[src/sv/sclfp_pkg.sv]
package sclfp_pkg;

  // Largest payload a frame may carry; longer length bytes are clamped to it.
  localparam int MaxPayload = 32;

  // Value of the start byte register after reset.
  localparam logic [7:0] StartByteReset = 8'h55;

  // Parser phase codes.
  localparam logic [1:0] PH_IDLE = 2'd0;
  localparam logic [1:0] PH_CMD  = 2'd1;
  localparam logic [1:0] PH_LEN  = 2'd2;
  localparam logic [1:0] PH_DATA = 2'd3;

  // One result item as it waits in the output or skid register.
  typedef struct packed {
    logic       frame_ready;
    logic       frame_done;
    logic [7:0] cmd_value;
    logic [5:0] length_value;
    logic       payload_valid;
    logic [4:0] payload_index;
    logic [7:0] payload_byte;
  } result_t;

endpackage

[src/sv/sync_cmd_length_frame_parser.sv]
// Channel   Direction  Handshake                 Payload
// cfg       in         cfg_valid / cfg_ready     cfg_data (start byte)
// in        in         in_valid / in_stall       rx_byte
// out       out        out_valid / out_stall     frame_ready .. payload_byte
//
// The parser state is updated on the edge that accepts a byte, and its result is
// written into the output register then, or into the skid register if that is held.
// A skid register holds one extra result, so in_stall is a register output and
// rises only once both the output and the skid register are full.
// Synchronous reset sets the phase to idle, clears the counters and flags, and
// reloads the start byte register with 0x55.
module sync_cmd_length_frame_parser
  import sclfp_pkg::*;
(
  input  logic       clk,
  input  logic       rst,
  input  logic       cfg_valid,
  output logic       cfg_ready,
  input  logic [7:0] cfg_data,
  input  logic       in_valid,
  output logic       in_stall,
  input  logic [7:0] rx_byte,
  output logic       out_valid,
  input  logic       out_stall,
  output logic       frame_ready,
  output logic       frame_done,
  output logic [7:0] cmd_value,
  output logic [5:0] length_value,
  output logic       payload_valid,
  output logic [4:0] payload_index,
  output logic [7:0] payload_byte
);

  localparam logic [7:0] MaxLen = 8'(MaxPayload);

  logic [7:0] sof_value;
  logic [1:0] phase, phase_next;
  logic [7:0] payload_count, payload_count_next;
  logic [7:0] frame_cmd, frame_cmd_next;
  logic [7:0] frame_length, frame_length_next;
  logic       ready_flag, ready_flag_next;

  result_t    res, out_reg, skid_reg;
  logic       skid_full;
  logic       take, out_free;
  logic [8:0] count_inc;
  logic [7:0] clamped;
  logic       done, pvalid;
  logic [7:0] pindex;
  logic [7:0] pbyte;

  assign cfg_ready = 1'b1;
  assign in_stall  = skid_full;
  assign take      = in_valid && !skid_full;
  assign out_free  = !out_valid || !out_stall;

  // Start byte register.
  always_ff @(posedge clk) begin
    if (rst) begin
      sof_value <= StartByteReset;
    end else if (cfg_valid && cfg_ready) begin
      sof_value <= cfg_data;
    end
  end

  // Next parser state and result for the byte on the input.
  always_comb begin
    phase_next         = phase;
    payload_count_next = payload_count;
    frame_cmd_next     = frame_cmd;
    frame_length_next  = frame_length;
    ready_flag_next    = ready_flag;
    done               = 1'b0;
    pvalid             = 1'b0;
    pindex             = 8'd0;
    pbyte              = 8'd0;
    clamped            = (rx_byte > MaxLen) ? MaxLen : rx_byte;
    count_inc          = {1'b0, payload_count};
    case (phase)
      PH_IDLE: begin
        if (rx_byte == sof_value) begin
          payload_count_next = 8'd0;
          phase_next         = PH_CMD;
          ready_flag_next    = 1'b0;
        end
      end
      PH_CMD: begin
        if (rx_byte != sof_value) begin
          frame_cmd_next = rx_byte;
          phase_next     = PH_LEN;
        end
      end
      PH_LEN: begin
        frame_length_next = clamped;
        if (clamped == 8'd0) begin
          payload_count_next = 8'd0;
          phase_next         = PH_IDLE;
          ready_flag_next    = 1'b1;
          done               = 1'b1;
        end else begin
          phase_next = PH_DATA;
        end
      end
      default: begin
        // Payload byte: emit it with its index, finish when the count is reached.
        if (payload_count < frame_length) begin
          pvalid    = 1'b1;
          pindex    = payload_count;
          pbyte     = rx_byte;
          count_inc = {1'b0, payload_count} + 9'd1;
        end
        payload_count_next = count_inc[7:0];
        if (count_inc >= {1'b0, frame_length} || count_inc >= {1'b0, MaxLen}) begin
          phase_next         = PH_IDLE;
          payload_count_next = 8'd0;
          ready_flag_next    = 1'b1;
          done               = 1'b1;
        end
      end
    endcase

    res.frame_ready   = ready_flag_next;
    res.frame_done    = done;
    res.cmd_value     = frame_cmd_next;
    res.length_value  = frame_length_next[5:0];
    res.payload_valid = pvalid;
    res.payload_index = pindex[4:0];
    res.payload_byte  = pbyte;
  end

  // Parser state, updated once per accepted byte.
  always_ff @(posedge clk) begin
    if (rst) begin
      phase         <= PH_IDLE;
      payload_count <= 8'd0;
      frame_cmd     <= 8'd0;
      frame_length  <= 8'd0;
      ready_flag    <= 1'b0;
    end else if (take) begin
      phase         <= phase_next;
      payload_count <= payload_count_next;
      frame_cmd     <= frame_cmd_next;
      frame_length  <= frame_length_next;
      ready_flag    <= ready_flag_next;
    end
  end

  // Output register with a one-entry skid register behind it.
  always_ff @(posedge clk) begin
    if (rst) begin
      out_valid <= 1'b0;
      skid_full <= 1'b0;
    end else if (take) begin
      if (out_free) begin
        out_reg   <= res;
        out_valid <= 1'b1;
      end else begin
        skid_reg  <= res;
        skid_full <= 1'b1;
      end
    end else if (out_free) begin
      if (skid_full) begin
        out_reg   <= skid_reg;
        out_valid <= 1'b1;
        skid_full <= 1'b0;
      end else begin
        out_valid <= 1'b0;
      end
    end
  end

  assign frame_ready   = out_reg.frame_ready;
  assign frame_done    = out_reg.frame_done;
  assign cmd_value     = out_reg.cmd_value;
  assign length_value  = out_reg.length_value;
  assign payload_valid = out_reg.payload_valid;
  assign payload_index = out_reg.payload_index;
  assign payload_byte  = out_reg.payload_byte;

endmodule

[config.mk]
export PLATFORM = sky130hd
export DESIGN_NAME = sync_cmd_length_frame_parser
export DESIGN_NICKNAME = d
export VERILOG_FILES = /design/src/sv/sclfp_pkg.sv /design/src/sv/sync_cmd_length_frame_parser.sv
export SDC_FILE = /design/constraint.sdc
export NUM_CORES = 1
export LEC_CHECK = 0
export ABC_AREA = 1
export BUFFER_PORTS_ARGS = -buffer_cell sky130_fd_sc_hd__buf_2
export CAP_MARGIN = 20
export CORE_ASPECT_RATIO = 1.25
export CORE_MARGIN = 5
export CORE_UTILIZATION = 52
export CTS_CLUSTER_SIZE = 28
export DETAILED_ROUTE_END_ITERATION = 16
export GPL_TIMING_DRIVEN = 0
export PLACE_DENSITY_LB_ADDON = 0.05
export RECOVER_POWER = 50
export SLEW_MARGIN = 20
export SYNTH_ARGS = -nofsm -noshare
export SYNTH_HDL_FRONTEND = slang
export SYNTH_SLANG_ARGS = --single-unit
[constraint.sdc]
create_clock -name clk -period 4.1 [get_ports clk]
set_input_delay 0.615 -clock clk [delete_from_list [all_inputs] [get_ports clk]]
set_output_delay 0.615 -clock clk [all_outputs]
set_load 0.005 [all_outputs]
**Word level (Yosys, flattened, before mapping)**

Cells that the tools add are included.

- Register bits after elaboration: 97
- Latch bits: 0
- Memory bits (writable): 0
- Bits in read-only memories: 0
- Bits of input ports: 21
- Output and inout bits: 33
- Logic and storage cells: 97
- Memories kept: 0

- Add/sub/neg operators: 1
- Multipliers: 0
- Div/mod/pow operators: 0
- Order comparisons: 4
- Equal/unequal tests: 8
- Shifts and indexed selects: 0
- Muxes and demuxes: 39
- Bitwise logic cells: 3
- Reduce and logical (&&, ||, !) cells: 19

Operators with widths:

| kind | count |
|---|---|
| 30-bit 2-to-1 mux | 4 |
| 8-bit 2-to-1 mux | 8 |
| 8-bit case mux with 3 select lines | 1 |
| 9-bit 2-to-1 mux | 2 |
| 1-bit 2-to-1 mux | 14 |
| 5-bit 2-to-1 mux | 2 |
| 8-bit by 1-bit adder with 9-bit output (second input constant) | 1 |
| 9-bit by 6-bit >= comparator with 1-bit output (second input constant) | 1 |
| 9-bit by 8-bit >= comparator with 1-bit output | 1 |
| 8-bit equality test | 1 |
| 8-bit by 6-bit > comparator with 1-bit output (second input constant) | 1 |
| 8-bit logical NOT | 1 |
| 8-bit less-than comparator | 1 |
| 2-bit 2-to-1 mux | 4 |
| 2-bit != test (second input constant) | 4 |
| 8-bit != test | 1 |
| 4-bit AND reduction | 2 |
| 6-bit 2-to-1 mux | 1 |
| 2-bit case mux with 3 select lines | 1 |
| 3-bit AND reduction | 2 |
| 2-bit AND reduction | 2 |
| 2-bit nonzero test | 2 |
| 4-bit nonzero test | 1 |
| 1-bit logical NOT | 3 |
| 10 further kinds | 13 |

**Longest topological paths before layout**

Gate-level depths: netlist of the first run.

- Depth in word-level cells: 9
- Depth in mapped cells: 22

**Worst setup path before layout of the first run**

No wires, ideal clock.

- Path type: input port to flip-flop
- Start: input in_valid
- End: register skid_reg[0] in the netlist's numbering, enable pin
- Library setup time: 0.455 ns
- Arrival time: 3.438 ns
- Data required time: 3.645 ns
- Slack: 0.207 ns
- Cell stages on the path: 5
- Cells stage by stage: inv_1 -> nor2_1 -> inv_2 -> clkbuf_1 -> nor3_1

- Longest elaborated chain between the ends: 2

RTL lines:

| item | RTL line | source |
|---|---|---|
| start: declaration | sync_cmd_length_frame_parser.sv:20 | `input logic in_valid,` |
| 1-bit logical AND | sync_cmd_length_frame_parser.sv:54 | `assign take = in_valid && !skid_full;` |
| 3-bit AND reduction (no line) | -- |  |
| end signal: assignment | sync_cmd_length_frame_parser.sv:158 | `skid_reg <= res;` |
| end: declaration | sync_cmd_length_frame_parser.sv:43 | `result_t res, out_reg, skid_reg;` |

Every way passes these cells.
A chain may end at the register's enable or synchronous reset.

**Final worst setup path of the first run**

- Start: register payload_count[2]
- End: register out_reg (netlist bit frame_done), data pin

- Longest elaborated chain between the ends: 9
- Elaborated cells between the ends (all ways): 11

RTL lines:

| item | RTL line | source |
|---|---|---|
| start: declaration | sync_cmd_length_frame_parser.sv:38 | `logic [7:0] payload_count, payload_count_next;` |
| start signal: assignment | sync_cmd_length_frame_parser.sv:141 | `payload_count <= payload_count_next;` |
| 8-bit by 1-bit adder with 9-bit output or 8-bit less-than comparator (tied branches) | sync_cmd_length_frame_parser.sv:110, sync_cmd_length_frame_parser.sv:106 |  |
| 9-bit 2-to-1 mux (*) | sync_cmd_length_frame_parser.sv:106 | `if (payload_count < frame_length) begin` |
| 9-bit 2-to-1 mux (*) | sync_cmd_length_frame_parser.sv:79 | `case (phase)` |
| 9-bit by 8-bit >= comparator with 1-bit output or 9-bit by 6-bit >= comparator with 1-bit output (tied branches) | sync_cmd_length_frame_parser.sv:113 | `if (count_inc >= {1'b0, frame_length} \|\| count_inc >= {1'b0, MaxLen}) begin` |
| 1-bit logical OR (*) | sync_cmd_length_frame_parser.sv:113 |  |
| 1-bit 2-to-1 mux (*) | sync_cmd_length_frame_parser.sv:113 |  |
| 1-bit case mux with 2 select lines (*) | sync_cmd_length_frame_parser.sv:79 |  |
| 30-bit 2-to-1 mux (*) | sync_cmd_length_frame_parser.sv:154 | `if (out_free) begin` |
| 30-bit 2-to-1 mux (*) | sync_cmd_length_frame_parser.sv:153 | `end else if (take) begin` |
| end signal: assignment | sync_cmd_length_frame_parser.sv:155 | `out_reg <= res;` |
| end signal: assignment | sync_cmd_length_frame_parser.sv:163 | `out_reg <= skid_reg;` |
| end: declaration | sync_cmd_length_frame_parser.sv:43 |  |

Mark *: on every way between the ends. The rest lies on a longest branch, timed or not. The select of a mux whose other input is x is not followed.

==> results.md, run 1 <==
- Layout cells sized above 1: 11.5%
- I/O pins: 54
- Ys Warns: 0
- First-pass GRT wire length: 16.2 mm
- Max Cap Viol: 0
- DRC viols: 0
- Worst setup SP type: register
- Final wirelength: 9.97 mm
- Area of the multi-input gates: 1740 um2
- Post-Syn Nets: 551
- Inserted Clock Buffers: 9
- Count of state elements after synthesis: 97
- Via count: 3,559
- Initial detailed-routing violation count: 231
- Final hold slack: 457 ps
- Layout Area Growth over Synthesis: 12.0%
- Vias per cell: 5.06
- Seq pwr share: 62.6%
- Post-route ant nets: 0
- Max reg flops: 30
- Reg area: 2540 um2
- Die ar.: 10,800 um2
- Final period utilization: 81.2%
- CORE AREA: 8650 um2
- Syn Area/Cell: 8.89 um2
- Run status: finished clean
- Slew Viols, Final: 0
- Starting Density: 52.8%
- Die width: 93.9 um
- F_max: 300 MHz
- RSZ-0062 raised after global routing: no
- Non-Filler Instances: 704
- Final-stage net count: 617
- Setup crit end kind: register
- Hold Fails Final Rpt: 0
- Worst EP arrival: 3410 ps
- Clk sinks: 97
- Pwr Density: 331 nW/um2
- Peak VDD IR: 0.000217 V
- Lkg Pwr: 2.19 nW
- Gr ovfl total: 0
- IO buf count: 51
- Layout Skew: 8.58 ps
- Switching power: 0.392 mW
- Syn Inst Count: 514
- GP Congestion: 0.848
- CTS Root Cell: clkbuf_8
- Hold Crit Class: in -> reg
- Number of antenna violations at the first check in global routing: 0
- Die H: 115 um
- Largest net degree at the start of global routing: 27
- Tot GR Track Use: 19.5%
- Slew @ Worst Pin: 1280 ps
- Slew margin rel.: 14.7%
- PostCTS Resize Cnt: 0
- Setup Buffers After CTS: 0
- Hold-fix buffers, CTS: 0
- Worst skew pair latency: 360 ps
- Clock share of power: 31.1%
- Post-DP HPWL: 7.61 mm
- Critical path type: reg -> reg
- Final number of setup-violating endpoints: 0
- Crit-path max FO: 8
- Switching Share: 23.1%
- CTS tree: built
- Int Power: 1.31 mW
- Clk buf depth: 2
- DR pass1 iterations: 5
- Clock-pin slew of the registers on the worst-case setup and hold paths: 90 ps
- Vias in the first global route: 3,360
- Row cnt: 38
- Cell area after synthesis: 4570 um2
- Required time worst endpoint: 4180 ps
- Yosys cell types: 35
- Wire per inst: 14.2 um
- Inst Count DP: 689
- Gate power share: 6.3%
- Fill count: 823
- Register area share after synthesis: 55.6%
- Ant. Diodes: 0
- Min cycle time layout: 3330 ps
- H-tree depth: 3
==> metrics by stage <==
| stage | util (%) | cell area [um2] | total power, mW | TNS [ps] | setup slack, ps |
|---|---|---|---|---|---|
| 6_report | 59.2 | 5120 | 1.70 | 0 | 769 |
| 5_1_grt | 59.2 | 5120 | 1.77 | 0 | 485 |
| 4_1_cts | 60.2 | 5210 | 1.72 | 0 | 1010 |
| 3_5_place_dp | 58.4 | 5050 | 1.20 | 0 | 932 |
| 3_3_place_gp | 57.5 | 4980 | 1.19 | -41940 | -1400 |
| 2_1_floorplan | - | 4570 | 1.14 | 0 | 207 |
==> synthesized netlist by cell type (all sizes together) <==
| master | n | area, um2 |
|---|---|---|
| a21boi | 1 | 7.51 |
| a21o | 1 | 8.76 |
| a21oi | 28 | 151 |
| and3 | 1 | 6.26 |
| buf | 4 | 30.0 |
| clkbuf | 11 | 51.3 |
| clkinv | 1 | 3.75 |
| conb | 1 | 3.75 |
| dfxtp | 37 | 741 |
| edfxtp | 60 | 1800 |
| ha | 16 | 200 |
| inv | 50 | 188 |
| nand2 | 177 | 682 |
| nand3 | 27 | 155 |
| nand3b | 1 | 7.51 |
| nand4 | 4 | 25.0 |
| nor2 | 45 | 199 |
| nor3 | 6 | 30.0 |
| nor4 | 3 | 18.8 |
| o21a | 1 | 15.0 |
| o21ai | 25 | 125 |
| o31ai | 1 | 7.51 |
| xnor2 | 1 | 8.76 |
| xor2 | 12 | 105 |
==> worst paths after layout <==
check / from / to / slack (ps) / cells past startpoint
hold / removal: cfg_data[2] / sof_value[2]$_SDFFE_PP1P_ / 460 / 3
setup reg to reg: payload_count[2]$_SDFFE_PP0P_ / frame_done$_DFFE_PP_ / 770 / 19
setup / recovery: payload_count[2]$_SDFFE_PP0P_ / frame_done$_DFFE_PP_ / 770 / 19
hold reg to reg: frame_cmd[3]$_SDFFE_PP0P_ / frame_cmd[3]$_SDFFE_PP0P_ / 470 / 2
==> logic make-up (layout without fill, tap and decap cells) <==
| logic type | count (synthesis) | in the layout | share of synthesized area [%] |
|---|---|---|---|
| xor+xnor | 13 | 13 | 2.49 |
| fa+ha+maj | 16 | 16 | 4.38 |
| buf+inv | 66 | 136 | 5.97 |
| flops | 97 | 97 | 55.6 |
| simple gates | 264 | 264 | 24.6 |
| compound gates | 57 | 57 | 6.90 |
| other cells | 1 | 1 | 0.0820 |
==> per-layer routing <==
layer | track usage (%) | up-vias | part of all wire [%]
met3 | 3.73 | 25 | 5.3
met1 | 23.3 | 1634 | 42
met5 | 0 | - | 0
met4 | 9.15 | 0 | 3.0
met2 | 33.6 | 99 | 49
li1 | - | 1801 | -
==> power groups by stage <==
stage	Sequential [mW]	Clock [mW]	Combinational (mW)
floorplan	1.09	0	0.0553
finish	1.06	0.528	0.106
CTS	1.06	0.542	0.114
detailed placement	1.09	0	0.114
global placement	1.09	0	0.105
global route	1.07	0.583	0.118
==> critical path, stage by stage, from the launching register on <==
cell      delay [ps]
dfxtp_1          490
ha_1             280
nand2_1           60
inv_1             30
nand2_1           50
nand2_1           50
nand2_1          150
nand2_1          210
inv_1            220
nand2_1           70
nand2_1          100
inv_1             50
ha_1             170
a21o_2           210
nand3_1           90
nand3_2           70
nor2_2           150
nand3_2          160
a21boi_0         270
o21ai_0          160
==> area by class of cell <==
cell class	count	area share (%)
tap	120	2.93
sequential	97	49.6
buffer	15	1.51
clock inverter	3	0.391
timing repair buffer	55	5.23
clock buffer	12	2.64
multi-input combinational	351	33.9
inverter	51	3.74
==> cell usage in the layout, fill, tap and decap left out, drive strengths merged <==
cell type and count:
clkinvlp 1, dfxtp 37, a21o 1, xor2 12
a21oi 28, nand3 27, xnor2 1, clkbuf 42
inv 50, o21a 1, o31ai 1, nor2 45
ha 16, edfxtp 60, nor3 6, o21ai 25
nand3b 1, a21boi 1, nand2 177, nor4 3
buf 40, conb 1, clkinv 3, and3 1
nand4 4
No activity file was read; power rests on OpenSTA's default activity.
==> inputs of run 2 (changes only) <==
- clock period: 4.1 -> 2.9 ns (I/O delays scaled with it)
==> run 2 against run 1 <==
Net effect:
- sequential cell count unchanged
- hold slack worse by 180 ps
- clock-buffer cell count down 2
- core utilization up 5.4 points
- cell count up 2.7%
- clock power up 44%
- combinational power up 43%
- critical endpoint is now payload_count[3]$_SDFFE_PP0P_
- global-route usage up 0.69 points
- critical path type unchanged
- worst setup slack worse by 650 ps
- critical path depth unchanged
- register-to-register slack worse by 650 ps
- largest power group unchanged
- first-iteration DRC count down 32%
==> results.md, run 2 (synthesis results as in run 1) <==
- Run status: finished clean (unchanged)
- Fill count: 748 (was 823)
- Reg2Reg Depth: 19 (unchanged)
- Die H: 115 um (unchanged)
- H-tree depth: 3 (unchanged)
- Final period utilization: 95.9% (was 81.2%)
- Most common cell after layout, fill and taps aside: nand2_1 (unchanged)
- Post-route cell area: 5590 um2 (was 5120 um2)
- Layout Area Growth over Synthesis: 22.3% (was 12.0%)
- Setup crit end kind: register (unchanged)
- Critical path type: reg -> reg (unchanged)
- WP depth: 19 (unchanged)
- Placed Instance Area: 5060 um2 (was 5050 um2)
- Pre-CTS setup slack: -161 ps (was 932 ps)
- Slew Viols, Final: 0 (unchanged)
- IO buf count: 51 (unchanged)
- Final wirelength: 10.6 mm (was 9.97 mm)
- Tot Pwr: 2.41 mW (was 1.70 mW)
- Largest delay share family, worst path: simple AND/OR/NAND/NOR gates (unchanged)
- Int Power: 1.84 mW (was 1.31 mW)
- Die ar.: 10,800 um2 (unchanged)
- Slew margin rel.: 13.0% (was 14.7%)
- Slowest cell on crit path: dfxtp_2 (was dfxtp_1)
- Post-route ant nets: 0 (unchanged)
- Vias in the first global route: 3,531 (was 3,360)
- Inst Count DP: 688 (was 689)
- Post-DP HPWL: 7.50 mm (was 7.61 mm)
- Switching Share: 23.5% (was 23.1%)
- Worst skew pair latency: 360 ps (about the same)
- Hold-fix buffers, CTS: 0 (unchanged)
- Peak VDD IR: 0.000284 V (was 0.000217 V)
- Max Cap Viol: 0 (unchanged)
- Core Util, Final: 64.6% (was 59.2%)
- Slew @ Worst Pin: 1300 ps (was 1280 ps)
- Final hold slack: 274 ps (was 457 ps)
- Crit-path max FO: 8 (unchanged)
- Inserted Clock Buffers: 9 (unchanged)
- I/O pins: 54 (unchanged)
- Lkg Pwr: 2.34 nW (was 2.19 nW)
- Pwr Density: 432 nW/um2 (was 331 nW/um2)
- Fin worst setup slack: 119 ps (was 769 ps)
- Die width: 93.9 um (unchanged)
- WP buf/inv: 3 (unchanged)
- First-pass GRT wire length: 16.8 mm (was 16.2 mm)
- Hold Crit Class: in -> reg (unchanged)
- Clock-pin slew of the registers on the worst-case setup and hold paths: 90 ps (about the same)
- Hold Fails Final Rpt: 0 (unchanged)
- Clock share of power: 31.5% (was 31.1%)
- Required time worst endpoint: 3200 ps (was 4180 ps)
- F_max: 360 MHz (was 300 MHz)
- Min cycle time layout: 2780 ps (was 3330 ps)
- CORE AREA: 8650 um2 (unchanged)
- Seq pwr share: 62.2% (was 62.6%)
- Starting Density: 52.8% (unchanged)
- Max reg flops: 30 (unchanged)
- Tot GR Track Use: 20.1% (was 19.5%)
- Gate power share: 6.3% (about the same)
- Clk sinks: 97 (unchanged)
- Clk buf depth: 2 (unchanged)
- Worst hold path depth: 3 (unchanged)
- Most frequent cells in the layout: nand2_1, edfxtp_1, buf_2 (was nand2_1, edfxtp_1, inv_1)
- Ant. Diodes: 0 (unchanged)
- CTS tree: built (unchanged)
- Final number of setup-violating endpoints: 0 (unchanged)
- Largest net degree at the start of global routing: 27 (unchanged)
- Vias per cell: 4.96 (was 5.06)
- Row cnt: 38 (unchanged)
- Switching power: 0.568 mW (was 0.392 mW)
- CTS Root Cell: clkbuf_8 (unchanged)
- GP Congestion: 0.842 (was 0.848)
- Non-Filler Instances: 723 (was 704)
- Number of antenna violations at the first check in global routing: 0 (unchanged)
- Worst setup SP type: register (unchanged)
- Worst EP arrival: 3080 ps (was 3410 ps)
- Layout Skew: 9.37 ps (was 8.58 ps)
- DRC viols: 0 (unchanged)
- Layout cells sized above 1: 25.7% (was 11.5%)
- Worst path max stage delay: 360 ps (was 490 ps)
- Initial detailed-routing violation count: 158 (was 231)
- Via count: 3,587 (was 3,559)
- Fin Setup TNS: 0 ps (unchanged)
- Gr ovfl total: 0 (unchanged)
- Wire per inst: 14.6 um (was 14.2 um)
- DR pass1 iterations: 4 (was 5)
- Final-stage net count: 635 (was 617)
- Cells along the critical path: inv_4 -> ha_4 -> a21oi_2 -> nand2_2 -> nand2_4 -> nand2_8 -> nor2_4 -> xor2_2 -> ha_1 -> nand2_1 -> inv_1 -> o21ai_1 -> nand2_1 -> nand2_2 -> nand3_4 -> buf_6 -> nor2_4 -> nand3_2 -> a21oi_2 (was ha_1 -> nand2_1 -> inv_1 -> nand2_1 -> nand2_1 -> nand2_1 -> nand2_1 -> inv_1 -> nand2_1 -> nand2_1 -> inv_1 -> ha_1 -> a21o_2 -> nand3_1 -> nand3_2 -> nor2_2 -> nand3_2 -> a21boi_0 -> o21ai_0)
## run 2: cell count changes in the layout (fill, tap and decap cells not counted), moves of 10 or more
cell     previous run  this run
buf_4               2        20
dfxtp_1            37        23
dfxtp_2             0        11
inv_1              47        35
nand2_1           176       166
## run 2: final timing paths
kind	startpoint	endpoint	slack (ps)
worst max register to register	frame_length[3]$_SDFFE_PP0P_	payload_count[3]$_SDFFE_PP0P_	120
worst min register to register	frame_cmd[2]$_SDFFE_PP0P_	frame_cmd[2]$_SDFFE_PP0P_	470
worst min-delay path	cfg_data[2]	sof_value[2]$_SDFFE_PP1P_	270
worst max-delay path	frame_length[3]$_SDFFE_PP0P_	payload_count[3]$_SDFFE_PP0P_	120
## run 2: worst reg2reg max path, cell delays in order (launching register included)
cell and delay (ps):
dfxtp_2 360, inv_4 50, ha_4 240, a21oi_2 130, nand2_2 90, nand2_4 110
nand2_8 100, nor2_4 140, xor2_2 190, ha_1 260, nand2_1 90, inv_1 50
o21ai_1 70, nand2_1 90, nand2_2 100, nand3_4 100, buf_6 140, nor2_4 160
nand3_2 100, a21oi_2 140
## run 2: metal layers
metal  vias to the layer above  GRT usage [%]  part of all wire (%)
met5                         -              0                     0
met4                         0           10.0                   2.5
met3                        20           3.01                   4.1
met2                        82           35.0                    51
met1                      1642           24.3                    43
li1                       1843              -                     -
## run 2: final cells by class
class,instances,area [um2],share of cell area [%]
plain buffers,15,81.3,1.45
clock buffers,10,128,2.28
clock inverters,6,33.8,0.604
inverters,51,204,3.65
multi-input cells,351,2010,35.9
flip-flops and latches,97,2570,45.9
well taps,120,150,2.69
repair buffers,73,419,7.50
## run 2: power by group through the flow
stage | sequential [mW] | clock (mW) | combinational (mW)
final | 1.50 | 0.761 | 0.152
after CTS | 1.50 | 0.775 | 0.162
after global placement | 1.54 | 0 | 0.150
after floorplan | 1.54 | 0 | 0.0787
after detailed placement | 1.53 | 0 | 0.162
after global routing | 1.50 | 0.845 | 0.170
## run 2: timing repair
action                     CTS  global route
buffers inserted             9            10
setup endpoints to repair    3            12
pin swaps                    2            24
resized for setup           10            64
gates cloned                 0             0
==> inputs of run 3 (changes only) <==
- PLACE_DENSITY: not set -> 0.82
- PLACE_DENSITY_LB_ADDON: 0.05 -> not set
==> run 3 against run 2 <==
Net effect:
- global-route usage decreased by 0.22 points
- register-to-register slack got worse by 50 ps
- sequential cell count unchanged
- core utilization decreased by 1.7 points
- sequential share of layout area increased by 1.2 points
- via count increased by 4.9%
- worst setup slack got worse by 47 ps
- final area decreased by 2.7%
- hold slack got worse by 11 ps
- non-clock buffer count decreased by 8
- routed wire length about the same
- largest power group unchanged
==> results.md, run 3 (synthesis results as in run 1) <==
- Pwr Density: 450 nW/um2 (was 432 nW/um2)
- Min cycle time layout: 2830 ps (was 2780 ps)
- Layout cells sized above 1: 22.2% (was 25.7%)
- Post-route cell area: 5440 um2 (was 5590 um2)
- Die H: 115 um (unchanged)
- Starting Density: 52.8% (unchanged)
- Slew margin rel.: 12.6% (was 13.0%)
- F_max: 354 MHz (was 360 MHz)
- Reg-to-Reg Start: frame_length[5]$_SDFFE_PP0P_ (was frame_length[3]$_SDFFE_PP0P_)
- Die ar.: 10,800 um2 (unchanged)
- First-pass GRT wire length: 16.6 mm (was 16.8 mm)
- GP Congestion: 0.878 (was 0.842)
- Row cnt: 38 (unchanged)
- Required time worst endpoint: 3000 ps (was 3200 ps)
- Final-stage net count: 627 (was 635)
- Final wirelength: 10.5 mm (was 10.6 mm)
- Fill count: 709 (was 748)
- Worst Hold Path EP: sof_value[6]$_SDFFE_PP1P_ (was sof_value[2]$_SDFFE_PP1P_)
- Final period utilization: 97.5% (was 95.9%)
- Largest net degree at the start of global routing: 27 (unchanged)
- Number of antenna violations at the first check in global routing: 0 (unchanged)
- Reg2Reg Depth: 17 (was 19)
- Clock-pin slew of the registers on the worst-case setup and hold paths: 90 ps (about the same)
- Most frequent cells in the layout: nand2_1, edfxtp_1, inv_1, buf_2, nor2_1 (was nand2_1, edfxtp_1, buf_2)
- Hold-fix buffers, CTS: 0 (unchanged)
- Clk buf depth: 2 (unchanged)
- Run status: finished clean (unchanged)
- Slew @ Worst Pin: 1310 ps (was 1300 ps)
- Post-DP HPWL: 7.51 mm (was 7.50 mm)
- Lkg Pwr: 2.30 nW (was 2.34 nW)
- Layout Area Growth over Synthesis: 19.0% (was 22.3%)
- Ant. Diodes: 0 (unchanged)
- Layout Skew: 11.6 ps (was 9.37 ps)
- Max reg flops: 30 (unchanged)
- IO buf count: 51 (unchanged)
- Crit-path max FO: 7 (was 8)
- Post-route ant nets: 0 (unchanged)
- Inserted Clock Buffers: 9 (unchanged)
- RSZ-0062 raised after global routing: yes
- Wire per inst: 14.7 um (was 14.6 um)
- Via count: 3,761 (was 3,587)
- CTS tree: built (unchanged)
- R2R setup slack: 70 ps (was 120 ps)
- Hold Crit Class: in -> reg (unchanged)
- Vias in the first global route: 3,566 (was 3,531)
- Max Cap Viol: 0 (unchanged)
- Final hold slack: 263 ps (was 274 ps)
- Critical path type: reg -> reg (unchanged)
- Placed Instance Area: 5040 um2 (was 5060 um2)
- Slew Viols, Final: 0 (unchanged)
- DR pass1 iterations: 6 (was 4)
- I/O pins: 54 (unchanged)
- Most common cell after layout, fill and taps aside: nand2_1 (unchanged)
- Peak VDD IR: 0.000204 V (was 0.000284 V)
- DRC viols: 0 (unchanged)
- Initial detailed-routing violation count: 274 (was 158)
- Pre-CTS setup slack: -169 ps (was -161 ps)
- Worst setup SP type: register (unchanged)
- H-tree depth: 3 (unchanged)
- Tot GR Track Use: 19.9% (was 20.1%)
- Setup crit end kind: register (unchanged)
- Tot Pwr: 2.45 mW (was 2.41 mW)
- Vias per cell: 5.26 (was 4.96)
- Die width: 93.9 um (unchanged)
- Hold Fails Final Rpt: 0 (unchanged)
- Fin worst setup slack: 72.7 ps (was 119 ps)
- CTS Root Cell: clkbuf_8 (unchanged)
- RR Endpoint: frame_done$_DFFE_PP_ (was payload_count[3]$_SDFFE_PP0P_)
- Worst EP arrival: 2930 ps (was 3080 ps)
- Clk sinks: 97 (unchanged)
- Worst skew pair latency: 380 ps (was 360 ps)
- CORE AREA: 8650 um2 (unchanged)
- Worst hold path depth: 3 (unchanged)
- Hold path startpoint: cfg_data[6] (was cfg_data[2])
- Gr ovfl total: 0 (unchanged)
- Final number of setup-violating endpoints: 0 (unchanged)
-- run 3: changes by cell type in the layout (fill, tap and decap cells not counted), sizes merged --
cell	change
buf	-7
clkinvlp	+1
inv	-1
clkinv	-1
-- run 3: power by group --
group          total [mW]  switching [mW]  internal, mW
sequential           1.50          0.0112          1.49
clock               0.795           0.463         0.332
combinational       0.152           0.103        0.0487
-- run 3: cell type report --
class | instances | area, um2 | share of cell area (%)
flip-flops and latches | 97 | 2560 | 47.1
well taps | 120 | 150 | 2.76
multi-input cells | 351 | 1930 | 35.4
repair buffers | 65 | 349 | 6.42
clock buffers | 11 | 141 | 2.60
clock inverters | 5 | 31.3 | 0.575
inverters | 51 | 199 | 3.66
plain buffers | 15 | 81.3 | 1.49
-- run 3: routing by layer --
layer  part of all wire [%]  GRT usage [%]  routed length, um  vias up
met5                      0              0                  0        -
met4                    4.0           11.3                424        0
met3                    5.9           4.19                626       32
met2                     51           34.5               5370      142
met1                     39           22.7               4120     1757
li1                       -              -                  -     1830
-- run 3: how the worst max path moves through the flow --
stage	from	to	slack, ps
floorplan	in_valid	skid_reg[0]$_DFFE_PP_	100
global placement	in_valid	skid_reg[8]$_DFFE_PP_	-840
detailed placement	payload_count[3]$_SDFFE_PP0P_	frame_done$_DFFE_PP_	-170
CTS	frame_length[3]$_SDFFE_PP0P_	frame_ready$_DFFE_PP_	10
global route	frame_length[2]$_SDFFE_PP0P_	frame_ready$_DFFE_PP_	-70
finish	frame_length[5]$_SDFFE_PP0P_	frame_done$_DFFE_PP_	70
-- run 3: metrics by stage --
step / setup TNS (ps) / std cells / utilization [%]
finish: 0 / 715 / 62.9
global route: -132 / 715 / 62.9
CTS: 0 / 705 / 60.6
detailed placement: -317 / 687 / 58.3
global placement: -37080 / 685 / 57.6
floorplan: 0 / 514 / -
-- run 3: repair_timing --
item	in CTS	in global routing
setup endpoints to repair	3	12
hold endpoints to repair	0	0
pin swaps	0	20
buffers inserted	2	10
resized for setup	7	44
-- run 3: critical path: stages, from the launching register on --
cell and delay, ps:
dfxtp_2 350, inv_1 70, ha_1 300, a21oi_2 160
o21a_4 200, nand2_8 100, inv_8 80, nand2_1 60
nand2_2 80, inv_1 50, ha_1 170, a21o_2 210
nand3_1 90, nand3_2 90, nor2_4 140, nand3_4 130
a21boi_2 190, o21ai_0 90
